$ cat config.mk
export PLATFORM = sky130hd
export DESIGN_NAME = socks4a_request_parser_unit
export DESIGN_NICKNAME = d
export VERILOG_FILES = /design/src/design/s4a_pkg.sv /design/src/design/s4a_parse.sv /design/src/design/s4a_verdict.sv /design/src/design/socks4a_request_parser_unit.sv
export SDC_FILE = /design/constraint.sdc
export NUM_CORES = 1
export LEC_CHECK = 0
export BUFFER_PORTS_ARGS = -buffer_cell sky130_fd_sc_hd__buf_2
export CAP_MARGIN = 20
export CORE_ASPECT_RATIO = 0.9
export CORE_MARGIN = 5
export CORE_UTILIZATION = 50
export CTS_CLUSTER_SIZE = 8
export DETAILED_ROUTE_END_ITERATION = 7
export PLACE_DENSITY = 0.81
export SYNTH_ARGS = -nofsm -noshare
export SYNTH_HDL_FRONTEND = slang
export SYNTH_SLANG_ARGS = --single-unit
$ cat constraint.sdc
create_clock -name clk -period 9.1 [get_ports clk]
set_clock_uncertainty 0.1 [all_clocks]
set_input_delay 0.455 -clock clk [delete_from_list [all_inputs] [get_ports clk]]
set_output_delay 0.455 -clock clk [all_outputs]
set_load 0.01 [all_outputs]
$ cat src/design/s4a_pkg.sv
// Shared types and constants of the SOCKS4/4a request parser.
package s4a_pkg;

  // Command codes of a SOCKS4 request
  localparam logic [7:0] CMD_CONNECT = 8'h01;
  localparam logic [7:0] CMD_BIND    = 8'h02;

  // Request layout
  localparam int unsigned USERID_OFFSET     = 8;
  localparam int unsigned MIN_REQUEST_BYTES = 9;

  // Verdict codes as they leave the block
  typedef enum logic [1:0] {
    VERDICT_GRANTED   = 2'd0,
    VERDICT_BIND      = 2'd1,
    VERDICT_NO_USERID = 2'd2,
    VERDICT_MALFORMED = 2'd3
  } verdict_t;

  // Control and status of the byte just parsed, passed to the verdict stage
  typedef struct packed {
    logic       valid;
    logic       last;
    logic       byte_zero;
    logic       overflow;
    logic [1:0] zero_count;
    logic [7:0] command;
  } parse_status_t;

endpackage

$ cat src/design/s4a_parse.sv
// Input register and running parse state of the SOCKS4/4a request parser.
module s4a_parse import s4a_pkg::*; #(
  parameter int unsigned MAX_REQUEST_BYTES = 256,
  parameter int unsigned POS_W             = $clog2(MAX_REQUEST_BYTES + 1)
) (
  input  logic               clk,
  input  logic               rst_n,
  input  logic               in_tvalid,
  output logic               in_tready,
  input  logic [7:0]         in_tdata,
  input  logic               in_tlast,
  input  logic               advance,
  output parse_status_t      status,
  output logic [POS_W-1:0]   pos_out,
  output logic [POS_W-1:0]   first_zero_out,
  output logic [POS_W-1:0]   second_zero_out,
  output logic [15:0]        port_out,
  output logic [31:0]        addr_out
);

  localparam logic [POS_W-1:0] POS_MAX    = POS_W'(MAX_REQUEST_BYTES);
  localparam logic [POS_W-1:0] POS_USERID = POS_W'(USERID_OFFSET);

  logic             in_valid_r;
  logic [7:0]       in_byte_r;
  logic             in_last_r;

  logic [POS_W-1:0] pos_r, pos_nxt;
  logic [7:0]       cmd_r, cmd_nxt;
  logic [15:0]      port_r, port_nxt;
  logic [31:0]      addr_r, addr_nxt;
  logic [1:0]       zc_r, zc_nxt;
  logic [POS_W-1:0] fz_r, fz_nxt;
  logic [POS_W-1:0] sz_r, sz_nxt;
  logic             ovf_r, ovf_nxt;

  logic             step;

  assign in_tready = !in_valid_r || advance;
  assign step      = in_valid_r && advance;

  // Hold the incoming item until the verdict stage takes it
  always_ff @(posedge clk) begin
    if (!rst_n) begin
      in_valid_r <= 1'b0;
    end else if (in_tready) begin
      in_valid_r <= in_tvalid;
    end
    if (in_tready && in_tvalid) begin
      in_byte_r <= in_tdata;
      in_last_r <= in_tlast;
    end
  end

  // Fold the held byte into the parse state
  always_comb begin
    pos_nxt  = pos_r;
    cmd_nxt  = cmd_r;
    port_nxt = port_r;
    addr_nxt = addr_r;
    zc_nxt   = zc_r;
    fz_nxt   = fz_r;
    sz_nxt   = sz_r;
    ovf_nxt  = ovf_r;
    if (pos_r >= POS_MAX) begin
      ovf_nxt = 1'b1;
    end else begin
      pos_nxt = pos_r + POS_W'(1);
      priority if (pos_r == POS_W'(1)) begin
        cmd_nxt = in_byte_r;
      end else if (pos_r == POS_W'(2) || pos_r == POS_W'(3)) begin
        port_nxt = {port_r[7:0], in_byte_r};
      end else if (pos_r >= POS_W'(4) && pos_r <= POS_W'(7)) begin
        addr_nxt = {addr_r[23:0], in_byte_r};
      end else if (pos_r >= POS_USERID && in_byte_r == 8'h00) begin
        if (zc_r == 2'd0) begin
          fz_nxt = pos_r;
        end else if (zc_r == 2'd1) begin
          sz_nxt = pos_r;
        end
        if (zc_r != 2'd3) begin
          zc_nxt = zc_r + 2'd1;
        end
      end else begin
        cmd_nxt = cmd_r;
      end
    end
  end

  // Advance the state; clear it after the last byte of a request
  always_ff @(posedge clk) begin
    if (!rst_n || (step && in_last_r)) begin
      pos_r  <= '0;
      cmd_r  <= '0;
      port_r <= '0;
      addr_r <= '0;
      zc_r   <= '0;
      fz_r   <= '0;
      sz_r   <= '0;
      ovf_r  <= 1'b0;
    end else if (step) begin
      pos_r  <= pos_nxt;
      cmd_r  <= cmd_nxt;
      port_r <= port_nxt;
      addr_r <= addr_nxt;
      zc_r   <= zc_nxt;
      fz_r   <= fz_nxt;
      sz_r   <= sz_nxt;
      ovf_r  <= ovf_nxt;
    end
  end

  // Present the state as it stands after this byte
  always_comb begin
    status.valid      = in_valid_r;
    status.last       = in_last_r;
    status.byte_zero  = (in_byte_r == 8'h00);
    status.overflow   = ovf_nxt;
    status.zero_count = zc_nxt;
    status.command    = cmd_nxt;
  end

  assign pos_out         = pos_nxt;
  assign first_zero_out  = fz_nxt;
  assign second_zero_out = sz_nxt;
  assign port_out        = port_nxt;
  assign addr_out        = addr_nxt;

`ifndef SYNTHESIS
  a_pos_bound: assert property (@(posedge clk) disable iff (!rst_n)
    pos_r <= POS_MAX)
    else $error("byte position beyond buffer size");

  a_ovf_sat: assert property (@(posedge clk) disable iff (!rst_n)
    ovf_r |-> pos_r == POS_MAX)
    else $error("overflow flagged before position saturated");

  a_zero_order: assert property (@(posedge clk) disable iff (!rst_n)
    zc_r >= 2'd2 |-> sz_r > fz_r)
    else $error("second zero not after first zero");
`endif

endmodule

$ cat src/design/s4a_verdict.sv
// Verdict logic and result register of the SOCKS4/4a request parser.
module s4a_verdict import s4a_pkg::*; #(
  parameter int unsigned POS_W = 9
) (
  input  logic               clk,
  input  logic               rst_n,
  input  logic               auth_required,
  input  parse_status_t      status,
  input  logic [POS_W-1:0]   pos_in,
  input  logic [POS_W-1:0]   first_zero_in,
  input  logic [POS_W-1:0]   second_zero_in,
  input  logic [15:0]        port_in,
  input  logic [31:0]        addr_in,
  output logic               advance,
  output logic               out_tvalid,
  input  logic               out_tready,
  output verdict_t           verdict,
  output logic               is_socks4a,
  output logic [15:0]        dest_port,
  output logic [31:0]        dest_ip,
  output logic [7:0]         userid_length,
  output logic [7:0]         hostname_length
);

  localparam int unsigned EXT_W = POS_W + 8;

  logic             out_valid_r;
  verdict_t         verdict_r, verdict_nxt;
  logic             is4a_r, is4a_nxt;
  logic [15:0]      port_r;
  logic [31:0]      ip_r;
  logic [7:0]       ulen_r, ulen_nxt;
  logic [7:0]       hlen_r, hlen_nxt;

  logic [POS_W-1:0] zero_gap;
  logic [POS_W-1:0] ulen_raw;
  logic [POS_W-1:0] hlen_raw;
  logic [EXT_W-1:0] ulen_ext;
  logic [EXT_W-1:0] hlen_ext;
  logic             bad;

  assign advance = !out_valid_r || out_tready;

  // Judge the request from the state after its last byte
  always_comb begin
    is4a_nxt = (addr_in[31:8] == 24'd0) && (addr_in[7:0] != 8'd0);
    zero_gap = second_zero_in - first_zero_in;
    ulen_raw = first_zero_in - POS_W'(USERID_OFFSET);
    hlen_raw = zero_gap - POS_W'(1);
    ulen_ext = EXT_W'(ulen_raw);
    hlen_ext = EXT_W'(hlen_raw);

    bad = status.overflow || (pos_in < POS_W'(MIN_REQUEST_BYTES)) || !status.byte_zero;
    if (!bad) begin
      if (is4a_nxt) begin
        bad = (status.zero_count != 2'd2) || (zero_gap < POS_W'(2));
      end else begin
        bad = (status.zero_count != 2'd1);
      end
    end

    ulen_nxt    = (ulen_ext > EXT_W'(255)) ? 8'hFF : ulen_ext[7:0];
    hlen_nxt    = (is4a_nxt) ? ((hlen_ext > EXT_W'(255)) ? 8'hFF : hlen_ext[7:0]) : 8'd0;
    verdict_nxt = VERDICT_MALFORMED;
    priority if (bad) begin
      verdict_nxt = VERDICT_MALFORMED;
    end else if (auth_required && first_zero_in == POS_W'(USERID_OFFSET)) begin
      verdict_nxt = VERDICT_NO_USERID;
    end else if (status.command == CMD_CONNECT) begin
      verdict_nxt = VERDICT_GRANTED;
    end else if (status.command == CMD_BIND) begin
      verdict_nxt = VERDICT_BIND;
    end else begin
      verdict_nxt = VERDICT_MALFORMED;
    end
    if (verdict_nxt == VERDICT_MALFORMED) begin
      ulen_nxt = 8'd0;
      hlen_nxt = 8'd0;
    end
  end

  // Hold the result until the receiver takes it
  always_ff @(posedge clk) begin
    if (!rst_n) begin
      out_valid_r <= 1'b0;
    end else if (advance) begin
      out_valid_r <= status.valid && status.last;
    end
    if (advance && status.valid && status.last) begin
      verdict_r <= verdict_nxt;
      is4a_r    <= is4a_nxt;
      port_r    <= port_in;
      ip_r      <= addr_in;
      ulen_r    <= ulen_nxt;
      hlen_r    <= hlen_nxt;
    end
  end

  assign out_tvalid      = out_valid_r;
  assign verdict         = verdict_r;
  assign is_socks4a      = is4a_r;
  assign dest_port       = port_r;
  assign dest_ip         = ip_r;
  assign userid_length   = ulen_r;
  assign hostname_length = hlen_r;

`ifndef SYNTHESIS
  a_malformed_lens: assert property (@(posedge clk) disable iff (!rst_n)
    out_valid_r && verdict_r == VERDICT_MALFORMED |-> ulen_r == 8'd0 && hlen_r == 8'd0)
    else $error("malformed result carries lengths");

  a_host_needs_4a: assert property (@(posedge clk) disable iff (!rst_n)
    out_valid_r && hlen_r != 8'd0 |-> is4a_r)
    else $error("hostname length on plain SOCKS4 request");

  a_no_userid_len: assert property (@(posedge clk) disable iff (!rst_n)
    out_valid_r && verdict_r == VERDICT_NO_USERID |-> ulen_r == 8'd0)
    else $error("missing userid verdict with nonzero userid length");
`endif

endmodule

$ cat src/design/socks4a_request_parser_unit.sv
// Top level of the SOCKS4/4a request parser: channels, configuration register, stages.
//
// Usage:
//   in_*  : one request byte per item in in_tdata[7:0]; in_tlast marks the final
//           byte of the request.
//   out_* : one result item per request, issued for the item carrying in_tlast.
//   cfg_* : cfg_wr_en writes cfg_wr_data into auth_required; write only while idle.
// Timing: one item per cycle sustained while out_tready does not stall the result
//   register. A byte sits in the input register, where the parse state is updated;
//   the verdict for the last byte of a request is then registered, and the result
//   register presents it on out_*. The path runs through these two registers.
// Reset (rst_n low, synchronous): parse state cleared, no result pending,
//   auth_required cleared.
// Stall: while out_tready is low a held result stays on out_*; the input register
//   takes at most one more byte, after which in_tready falls until the result goes.
// Requests longer than MAX_REQUEST_BYTES bytes are marked malformed; the extra
//   bytes are dropped.
module socks4a_request_parser_unit import s4a_pkg::*; #(
  parameter int unsigned MAX_REQUEST_BYTES = 256
) (
  input  logic        clk,
  input  logic        rst_n,
  // Request bytes
  input  logic        in_tvalid,
  output logic        in_tready,
  input  logic [7:0]  in_tdata,   // [7:0] data_byte
  input  logic        in_tlast,   // end_of_request
  // Results
  output logic        out_tvalid,
  input  logic        out_tready,
  output logic [71:0] out_tdata,  // [1:0] verdict, [2] is_socks4a, [18:3] dest_port,
                                  // [50:19] dest_ip, [58:51] userid_length,
                                  // [66:59] hostname_length, [71:67] zero
  // Configuration
  input  logic        cfg_wr_en,
  input  logic        cfg_wr_data
);

  localparam int unsigned POS_W = $clog2(MAX_REQUEST_BYTES + 1);

  logic             auth_r;
  logic             advance;
  parse_status_t    status;
  logic [POS_W-1:0] pos;
  logic [POS_W-1:0] first_zero;
  logic [POS_W-1:0] second_zero;
  logic [15:0]      port;
  logic [31:0]      addr;

  verdict_t         verdict;
  logic             is_socks4a;
  logic [15:0]      dest_port;
  logic [31:0]      dest_ip;
  logic [7:0]       userid_length;
  logic [7:0]       hostname_length;

  // Hold the auth setting
  always_ff @(posedge clk) begin
    if (!rst_n) begin
      auth_r <= 1'b0;
    end else if (cfg_wr_en) begin
      auth_r <= cfg_wr_data;
    end
  end

  s4a_parse #(
    .MAX_REQUEST_BYTES (MAX_REQUEST_BYTES),
    .POS_W             (POS_W)
  ) u_parse (
    .clk             (clk),
    .rst_n           (rst_n),
    .in_tvalid       (in_tvalid),
    .in_tready       (in_tready),
    .in_tdata        (in_tdata),
    .in_tlast        (in_tlast),
    .advance         (advance),
    .status          (status),
    .pos_out         (pos),
    .first_zero_out  (first_zero),
    .second_zero_out (second_zero),
    .port_out        (port),
    .addr_out        (addr)
  );

  s4a_verdict #(
    .POS_W (POS_W)
  ) u_verdict (
    .clk             (clk),
    .rst_n           (rst_n),
    .auth_required   (auth_r),
    .status          (status),
    .pos_in          (pos),
    .first_zero_in   (first_zero),
    .second_zero_in  (second_zero),
    .port_in         (port),
    .addr_in         (addr),
    .advance         (advance),
    .out_tvalid      (out_tvalid),
    .out_tready      (out_tready),
    .verdict         (verdict),
    .is_socks4a      (is_socks4a),
    .dest_port       (dest_port),
    .dest_ip         (dest_ip),
    .userid_length   (userid_length),
    .hostname_length (hostname_length)
  );

  // Pack the result item
  assign out_tdata = {5'd0, hostname_length, userid_length, dest_ip, dest_port,
                      is_socks4a, verdict};

endmodule

==> flow_summary_export.csv, run 1 <==
group,metric,value,unit
clock_tree,ctsResizeCount,0,
clock_tree,hold_buffers,0,
logic_synthesis,syn_area,8090,µm²
clock_tree,cts.reportedPaths.clkPinSlew,0.06,ns
hold_path,worstHoldEndpoint,"u_parse.in_byte_r[7]",
setup_path,worstPathArrival,5.64,ns
cells_and_area,mostFrequentLayoutCells,"nand2_1 (121), dfxtp_1 (89), buf_2 (83)",
global_routing,grt_pass1_wl,29900,µm
setup_path,r2r_end,"u_verdict.userid_length[6]",
power_and_ir_drop,vdd_ir_drop_max,137,µV
cells_and_area,stdcell_count,1097,
setup_path,slowest_delay,0.88,ns
logic_synthesis,yosysSeqAreaShare,50.2,%
placed_design,post_dp_cell_area,8600,µm²
detailed_routing,drc,0,
global_routing,antenna_found_initial,0,
die,top_level_ports,89,
power_and_ir_drop,p_leak,3.43,nW
sta,min_period,5.58,ns
die,die_h,131,µm
sta,slew_violations,0,
sta,relSlewSlack,31.8,%
cells_and_area,nets,908,
placed_design,dp_cells,1065,
detailed_routing,routed_via_density,5.74,
detailed_routing,wl_per_cell,17.0,µm
global_routing,grt_max_degree,86,
die,core_area,16000,µm²
placed_design,hpwl,12800,µm
sta,setup_tns,0,ns
cells_and_area,final_util,57.1,%
setup_path,r2r_slack,3.52,ns
logic_synthesis,synth_cells,815,
flow_run,max_cap_viol_count,0,
placed_design,io_buffers,83,
hold_path,worstHoldPathCells,1,
logic_synthesis,avgSynthCellArea,9.93,µm²
logic_synthesis,synthFlopType,"dfxtp_1",
setup_path,cp_slowest_cell,"nor3_1",
cells_and_area,area_delta_synth_final,13.0,%
detailed_routing,drtIter0Drc,670,
cells_and_area,fin_area,9150,µm²
setup_path,required,9.16,ns
power_and_ir_drop,power,1.53,mW
clock_tree,root_buffer,"clkbuf_16",
hold_path,hp-class,"in -> reg",
setup_path,crit_buf_inv,1,
placed_design,gp_congestion,0.938,
clock_tree,numCtsBuffers,17,
global_routing,grt_remaining_overflow,0,
detailed_routing,num_vias,6302,
sta,report.final.hold_viol_count,0,
setup_path,crit_fanout,16,
cells_and_area,final_common_cell,"nand2_1",
status,outcome,"complete, no violations",
die,start_util,50.5,%
logic_synthesis,yosys_warnings,0,
die,dieArea,18800,µm²
clock_tree,h-tree-depth,4,
global_routing,grt_pass1_vias,5747,
sta,setup_viol,0,
logic_synthesis,synth.distinct_cells,74,
clock_tree,clock_latency,0.43,ns
global_routing,track_usage,20.1,%
detailed_routing,totalWireLength,18600,µm
sta,post-route-period-util,61.3,%
cells_and_area,diodes,0,
power_and_ir_drop,p_per_area,168,nW/µm²
clock_tree,tritoncts,"yes",
detailed_routing,postRouteAntennaNets,0,
setup_path,crit_chain,"nor4_2 -> nand3_2 -> nor3_1 -> mux2i_1 -> ha_1 -> fa_1 -> inv_1 -> a2111oi_1 -> o21ai_1 -> a41oi_2 -> xnor2_1 -> a21oi_1 -> a41o_2 -> a22oi_1",
sta,tightest_slew,1.02,ns
setup_path,cp_top_family,"compound AO/OA/AOI/OAI gates",
cells_and_area,fillers,1358,
logic_synthesis,synth_edf_count,76,
setup_path,r2r-start,"u_parse.in_byte_r[3]",
die,die_w,144,µm
clock_tree,cts.sinks,165,
setup_path,cp-end-kind,"flip-flop",
detailed_routing,first_pass_iters,7,
logic_synthesis,ys_async_sr_fraction,0,%
die,floorplan.rows,44,
logic_synthesis,ys_ff_latch,165,
setup_path,reg2reg_depth,14,
hold_path,min_from,"in_tdata[7]",
setup_path,path_class,"reg -> reg",
sta,fmax,179,MHz
setup_path,startpoint_type,"flip-flop",
clock_tree,clk_path_buf_depth,2,
cells_and_area,drive_gt1_share,22.2,%
clock_tree,post_cts.repair.setup_buffers,0,
sta,rsz0062_at_grt,"false",
[layer usage]
layer,part of all wire (%),track usage (%)
met1,47,29.9
met2,43,28.4
met3,8.9,5.28
met4,1.7,6.76
met5,0,0
[report_power, final]
group          internal [mW]  switching (mW)
Sequential             0.790          0.0112
Combinational         0.0222          0.0461
Clock                  0.373           0.291
Total                   1.19           0.348
[state kept, by name, indices dropped and copies added (netlist names)]
signal and cells:
u_parse.in_valid_r 1, u_verdict.out_tvalid 1, u_verdict.dest_port 16, auth_r 1, u_parse.sz_r 9, u_verdict.userid_length 8
u_parse.in_last_r 1, u_verdict.is_socks4a 1, u_parse.addr_r 32, u_parse.zc_r 2, u_verdict.dest_ip 32, u_verdict.verdict 2
u_parse.pos_r 9, u_parse.port_r 16, u_parse.ovf_r 1, u_parse.cmd_r 8, u_parse.fz_r 9, u_parse.in_byte_r 8
u_verdict.hostname_length 8
[worst register-to-register path: stages (launching register included)]
cell	delay (ns)
edfxtp_1	0.44
nor4_2	0.46
nand3_2	0.32
nor3_1	0.88
mux2i_1	0.31
ha_1	0.21
fa_1	0.40
inv_1	0.16
a2111oi_1	0.41
o21ai_1	0.18
a41oi_2	0.27
xnor2_1	0.13
a21oi_1	0.44
a41o_2	0.46
a22oi_1	0.15
[cell usage after synthesis (all sizes together) (4+ instances only)]
master,n,area (µm²)
a211oi,4,30.0
a21o,6,45.0
a21oi,71,355
a31oi,10,62.6
and2,4,25.0
and3,5,31.3
buf,22,139
clkbuf,29,109
dfxtp,89,1780
edfxtp,76,2280
ha,15,188
inv,17,63.8
mux2,53,597
mux2i,18,184
nand2,123,462
nand2b,5,31.3
nand3,18,95.1
nand4,6,37.5
nor2,78,300
nor2b,5,31.3
nor3,30,150
nor4,16,121
o211ai,7,57.6
o21ai,21,128
o31ai,4,35.0
or4,4,37.5
xnor2,19,166
xor2,8,70.1
[logic make-up after synthesis]
logic type | share of synthesized area, %
and+or+nand+nor | 17.8
DFF | 50.2
xor gates and xnor gates | 2.92
AOI/OAI and AO/OA | 12.6
other | 0.0463
muxes | 9.65
adders and majority gates | 2.84
buffers and inverters | 3.90
[layout make-up]
cell class              instances  area (µm²)  share of cell area, %
repair buffers                 90         468                   5.11
inverters                      18        67.6                  0.738
multi-input cells             585        3740                   40.9
clock buffers                  22         475                   5.20
well taps                     207         259                   2.83
flip-flops and latches        165        4060                   44.4
clock inverters                10        71.3                  0.779
[worst max path at each step]
stage                               from                      endpoint  cells past startpoint
global placement    u_parse.in_byte_r[3]    u_verdict.userid_length[6]                     14
CTS                 u_parse.in_byte_r[3]    u_verdict.userid_length[6]                     14
floorplan           u_parse.in_byte_r[3]  u_verdict.hostname_length[3]                     17
finish              u_parse.in_byte_r[3]    u_verdict.userid_length[6]                     14
global route        u_parse.in_byte_r[3]    u_verdict.userid_length[6]                     14
detailed placement  u_parse.in_byte_r[3]    u_verdict.userid_length[6]                     14
[stage by stage]
step | setup WS, ns | hold slack, ns
after global routing | 2.98 | 0.0935
after global placement | 3.75 | 0.338
after floorplan | 4.25 | 0.329
final | 3.52 | 0.107
after detailed placement | 3.59 | 0.343
after CTS | 3.57 | 0.0870
Power figures use the tool's default switching activity.
==> run 2: changes to the inputs <==
==> constraint.sdc (replaced) <==
create_clock -name clk -period 5.7 [get_ports clk]
set_clock_uncertainty 0.1 [all_clocks]
set_input_delay 0.285 -clock clk [delete_from_list [all_inputs] [get_ports clk]]
set_output_delay 0.285 -clock clk [all_outputs]
set_load 0.01 [all_outputs]
==> run 2 against run 1 <==
First-iteration DRC count rose by 3.0%; clock power rose by 67%; sequential share of layout area fell by 0.83 points; sequential power rose by 60%; largest power group unchanged.
==> flow_summary_export.csv, run 2 (synthesized netlist as in run 1, its figures left out) <==
group,metric,value,unit
clock_tree,cts.sinks,165,
placed_design,io_buffers,83,
cells_and_area,final_util,58.2,%
die,core_area,16000,µm²
cells_and_area,mostFrequentLayoutCells,"nand2_1 (121), dfxtp_1 (89), buf_2 (83)",
clock_tree,cts.reportedPaths.clkPinSlew,0.06,ns
clock_tree,clock_latency,0.44,ns
clock_tree,tritoncts,"yes",
flow_run,max_cap_viol_count,0,
cells_and_area,area_delta_synth_final,15.2,%
setup_path,crit_fanout,16,
sta,report.final.hold_viol_count,0,
sta,relSlewSlack,30.0,%
die,dieArea,18800,µm²
global_routing,grt_max_degree,59,
die,floorplan.rows,44,
clock_tree,root_buffer,"clkbuf_16",
sta,setup_viol,0,
detailed_routing,first_pass_iters,5,
setup_path,worstPathArrival,5.20,ns
cells_and_area,diodes,0,
power_and_ir_drop,p_per_area,269,nW/µm²
clock_tree,numCtsBuffers,17,
cells_and_area,nets,925,
power_and_ir_drop,p_leak,3.53,nW
cells_and_area,final_common_cell,"nand2_1",
global_routing,grt_pass1_wl,31200,µm
sta,tightest_slew,1.05,ns
die,die_h,131,µm
global_routing,track_usage,21.4,%
hold_path,hp-class,"in -> reg",
power_and_ir_drop,vdd_ir_drop_max,219,µV
placed_design,gp_congestion,0.956,
clock_tree,clk_path_buf_depth,2,
global_routing,grt_pass1_vias,5870,
sta,post-route-period-util,90.4,%
cells_and_area,fillers,1311,
global_routing,antenna_found_initial,0,
detailed_routing,num_vias,6470,
detailed_routing,drc,0,
detailed_routing,routed_via_density,5.81,
detailed_routing,wl_per_cell,18.0,µm
sta,rsz0062_at_grt,"false",
placed_design,hpwl,13700,µm
cells_and_area,stdcell_count,1114,
setup_path,cp-end-kind,"flip-flop",
sta,slew_violations,0,
setup_path,startpoint_type,"flip-flop",
sta,setup_tns,0,ns
die,die_w,144,µm
die,top_level_ports,89,
sta,min_period,5.15,ns
cells_and_area,drive_gt1_share,23.2,%
sta,fmax,194,MHz
detailed_routing,drtIter0Drc,690,
setup_path,required,5.75,ns
placed_design,dp_cells,1073,
global_routing,grt_remaining_overflow,0,
setup_path,path_class,"reg -> reg",
die,start_util,50.5,%
detailed_routing,postRouteAntennaNets,0,
status,outcome,"complete, no violations",
clock_tree,h-tree-depth,4,
detailed_routing,totalWireLength,20000,µm
clock_tree,post_cts.repair.setup_buffers,0,
run 2: cell types whose count changed in the layout (fill, tap and decap cells not counted), sizes merged, moves of 2 or more:
| cell | change |
|---|---|
| clkbuf | -5 |
| clkinvlp | -2 |
| clkinv | +2 |
| inv | +4 |
| buf | +8 |
| dlygate4sd3 | +9 |
run 2: layer usage:
layer,routed length (µm),global-route usage [%]
met2,8900,31.3
met3,1540,4.44
met4,420,7.81
met5,0,0
met1,9140,31.4
run 2: what timing repair did:
action | 4_1_cts | 5_1_grt
endpoints found under the hold margin | 9 | 0
hold buffers | 9 | 0
endpoints found under the setup margin | 0 | 7
resized for setup | 0 | 2
run 2: layout make-up:
| type | instances | area [µm²] | share of cell area (%) |
|---|---|---|---|
| well taps | 207 | 259 | 2.78 |
| flip-flops and latches | 165 | 4060 | 43.6 |
| clock buffers | 17 | 425 | 4.56 |
| inverters | 18 | 67.6 | 0.725 |
| multi-input cells | 585 | 3740 | 40.2 |
| clock inverters | 15 | 146 | 1.57 |
| repair buffers | 107 | 618 | 6.63 |
run 2: where the power goes:
group / internal (mW) / switching (mW)
registers: 1.26 / 0.0187
logic: 0.0400 / 0.0765
clock network: 0.612 / 0.500
total: 1.91 / 0.595
run 2: metrics by stage:
| stage | setup slack (ns) | total power, mW | area (µm²) | hold WS (ns) |
|---|---|---|---|---|
| final | 0.548 | 2.51 | 9330 | 0.000680 |
| after global routing | 0.00778 | 2.59 | 9330 | 0.0113 |
| after CTS | 0.486 | 2.52 | 9330 | 0.00617 |
| after detailed placement | 0.526 | 1.41 | 8660 | 0.351 |
| after global placement | 0.755 | 1.41 | 8660 | 0.342 |
| after floorplan | 0.852 | 1.38 | 8110 | 0.284 |
run 2: critical path, stage by stage (launching register included):
cell	delay (ns)
edfxtp_1	0.45
nor4_2	0.43
and3_1	0.30
nand3_1	0.30
o21ai_1	0.37
ha_1	0.24
fa_1	0.42
inv_1	0.17
a2111oi_1	0.43
o21ai_1	0.17
a41oi_2	0.27
xnor2_1	0.15
a21oi_1	0.45
a41o_2	0.46
a22oi_1	0.14
run 2: final timing paths:
check,start,end,slack [ns],cells after the start
setup / recovery,u_parse.in_byte_r[3],u_verdict.userid_length[6],0.55,14
hold / removal,in_tvalid,u_parse.in_valid_r,0.0007,3
setup reg to reg,u_parse.in_byte_r[3],u_verdict.userid_length[6],0.55,14
hold reg to reg,u_parse.sz_r[7],u_parse.sz_r[7],0.36,2
==> run 3: changes to the inputs <==
--- a/config.mk
+++ b/config.mk
@@ -7,12 +7,13 @@
 export LEC_CHECK = 0
 export BUFFER_PORTS_ARGS = -buffer_cell sky130_fd_sc_hd__buf_2
 export CAP_MARGIN = 20
-export CORE_ASPECT_RATIO = 0.9
 export CORE_MARGIN = 5
 export CORE_UTILIZATION = 50
+export CTS_CLUSTER_DIAMETER = 120
 export CTS_CLUSTER_SIZE = 8
 export DETAILED_ROUTE_END_ITERATION = 7
 export PLACE_DENSITY = 0.81
+export SLEW_MARGIN = 0
 export SYNTH_ARGS = -nofsm -noshare
 export SYNTH_HDL_FRONTEND = slang
 export SYNTH_SLANG_ARGS = --single-unit
==> run 3 against run 2 <==
Cell count is 1.3% higher; sequential share of layout area is 0.43 points lower; final area is 1.0% higher; utilization up 1.1 points; first-iteration DRC count shrank 5.7%; sequential cell count did not move; critical endpoint unchanged; routed wire length is 3.4% lower; global-route usage fell by 0.30 points.
==> flow_summary_export.csv, run 3 (synthesized netlist as in run 1, its figures left out) <==
group,metric,value,unit
status,outcome,"complete, no violations",
global_routing,grt_pass1_vias,5992,
cells_and_area,fin_area,9420,µm²
setup_path,slowest_delay,0.49,ns
detailed_routing,wl_per_cell,17.1,µm
clock_tree,numCtsBuffers,17,
cells_and_area,fillers,1322,
die,die_w,137,µm
cells_and_area,area_delta_synth_final,16.4,%
power_and_ir_drop,switchingPower,588,µW
hold_path,hp-class,"in -> reg",
setup_path,r2r-start,"u_parse.pos_r[6]",
global_routing,grt_remaining_overflow,0,
power_and_ir_drop,power,2.56,mW
flow_run,max_cap_viol_count,0,
setup_path,path_class,"reg -> reg",
sta,rsz0062_at_grt,"false",
power_and_ir_drop,vdd_ir_drop_max,227,µV
setup_path,reg2reg_depth,16,
setup_path,crit_fanout,16,
sta,relSlewSlack,29.7,%
detailed_routing,postRouteAntennaNets,0,
clock_tree,cts.reportedPaths.clkPinSlew,0.07,ns
detailed_routing,drc,0,
setup_path,endpoint,"u_verdict.userid_length[6]",
cells_and_area,multi_input_area,3740,µm²
placed_design,io_buffers,83,
setup_path,cp_slowest_cell,"dfxtp_1",
placed_design,hpwl,13000,µm
die,dieArea,18800,µm²
sta,fmax,194,MHz
die,core_area,15900,µm²
detailed_routing,drtIter0Drc,651,
global_routing,track_usage,21.1,%
placed_design,gp_congestion,0.900,
global_routing,antenna_found_initial,0,
clock_tree,tritoncts,"yes",
die,top_level_ports,89,
cells_and_area,diodes,0,
setup_path,cp-end-kind,"flip-flop",
setup_path,startpoint_type,"flip-flop",
cells_and_area,drive_gt1_share,23.5,%
clock_tree,clk_path_buf_depth,2,
cells_and_area,stdcell_count,1129,
die,die_h,137,µm
sta,min_period,5.16,ns
placed_design,dp_cells,1086,
setup_path,r2r_slack,0.54,ns
sta,slew_violations,0,
power_and_ir_drop,power_frac_clock,45.5,%
setup_path,worstPathArrival,5.21,ns
clock_tree,root_buffer,"clkbuf_16",
power_and_ir_drop,internal_power,1.97,mW
sta,setup_tns,0,ns
detailed_routing,num_vias,6479,
clock_tree,clock_latency,0.43,ns
detailed_routing,first_pass_iters,5,
die,floorplan.rows,46,
cells_and_area,nets,931,
sta,setup_slack,0.543,ns
power_and_ir_drop,p_sw_share,23.0,%
placed_design,post_dp_cell_area,8700,µm²
power_and_ir_drop,p_per_area,272,nW/µm²
cells_and_area,seqCellArea,4060,µm²
clock_tree,h-tree-depth,4,
setup_path,r2r_end,"u_verdict.userid_length[6]",
placed_design,place_ws,0.532,ns
global_routing,grt_pass1_wl,31000,µm
detailed_routing,routed_via_density,5.74,
detailed_routing,totalWireLength,19300,µm
power_and_ir_drop,p_leak,3.57,nW
sta,setup_viol,0,
power_and_ir_drop,power_frac_seq,49.8,%
setup_path,required,5.75,ns
cells_and_area,mostFrequentLayoutCells,"nand2_1 (121), dfxtp_1 (89), buf_2 (83)",
global_routing,grt_max_degree,59,
setup_path,crit_chain,"nor4_1 -> nand2_1 -> nand3_1 -> buf_4 -> nand2_1 -> o21ai_1 -> ha_1 -> fa_1 -> inv_1 -> a2111oi_1 -> o21ai_1 -> a41oi_2 -> xnor2_1 -> a21oi_1 -> a41o_2 -> a22oi_1",
power_and_ir_drop,pwr-share-comb,4.7,%
sta,post-route-period-util,90.5,%
setup_path,critPathLaunch,"u_parse.pos_r[6]",
die,start_util,51.0,%
sta,report.final.hold_viol_count,0,
cells_and_area,final_common_cell,"nand2_1",
clock_tree,cts.sinks,165,
sta,tightest_slew,1.05,ns
[run 3: power by group through the flow]
stage	registers, mW	clock network (mW)	logic (mW)
after global placement	1.30	0	0.111
final	1.28	1.16	0.119
after global routing	1.28	1.23	0.132
after detailed placement	1.30	0	0.112
after CTS	1.28	1.18	0.119
after floorplan	1.30	0	0.0735
[run 3: worst min-delay path by stage]
stage | start | endpoint | slack [ns] | cells past startpoint
after floorplan | in_tdata[0] | u_parse.in_byte_r[0] | 0.28 | 0
after global placement | u_parse.fz_r[7] | u_parse.fz_r[7] | 0.34 | 2
after detailed placement | u_parse.fz_r[7] | u_parse.fz_r[7] | 0.35 | 2
after CTS | cfg_wr_en | auth_r | 0.007 | 3
after global routing | rst_n | u_parse.pos_r[8] | 0.04 | 2
final | cfg_wr_en | auth_r | 0.03 | 3
[run 3: final cells by class]
cell class              count  area share [%]
multi-input cells         585            39.8
clock buffers              18            4.66
repair buffers            113            7.09
inverters                  18           0.717
flip-flops and latches    165            43.1
well taps                 216            2.87
clock inverters            14            1.75
[run 3: critical path, delay by kind of cell, from the launching register on]
family,cells,cell delay (ns)
AOI/OAI and AO/OA,7,2.13
and+or+nand+nor,4,0.98
adders and majority gates,2,0.68
DFF,1,0.49
buffers and inverters,2,0.34
xor gates and xnor gates,1,0.15
[run 3: metrics by stage]
step / hold WS [ns] / util, %
6_report: 0.0311 / 59.3
5_1_grt: 0.0408 / 59.3
4_1_cts: 0.00708 / 59.3
3_5_place_dp: 0.352 / 54.8
2_1_floorplan: 0.284 / -
3_3_place_gp: 0.345 / 54.8
[run 3: per-layer routing]
metal  GRT usage, %  share of wire [%]  vias up
met2           31.6                 45      295
met3           3.40                7.0       36
met4           8.37                2.4        0
met1           30.5                 46     3045
met5              0                  0        -
li1               -                  -     3103
[run 3: what timing repair did]
action,4_1_cts,5_1_grt
hold buffers,11,0
resized for setup,0,1
setup buffers,0,0
endpoints found under the setup margin,0,1
endpoints found under the hold margin,11,0
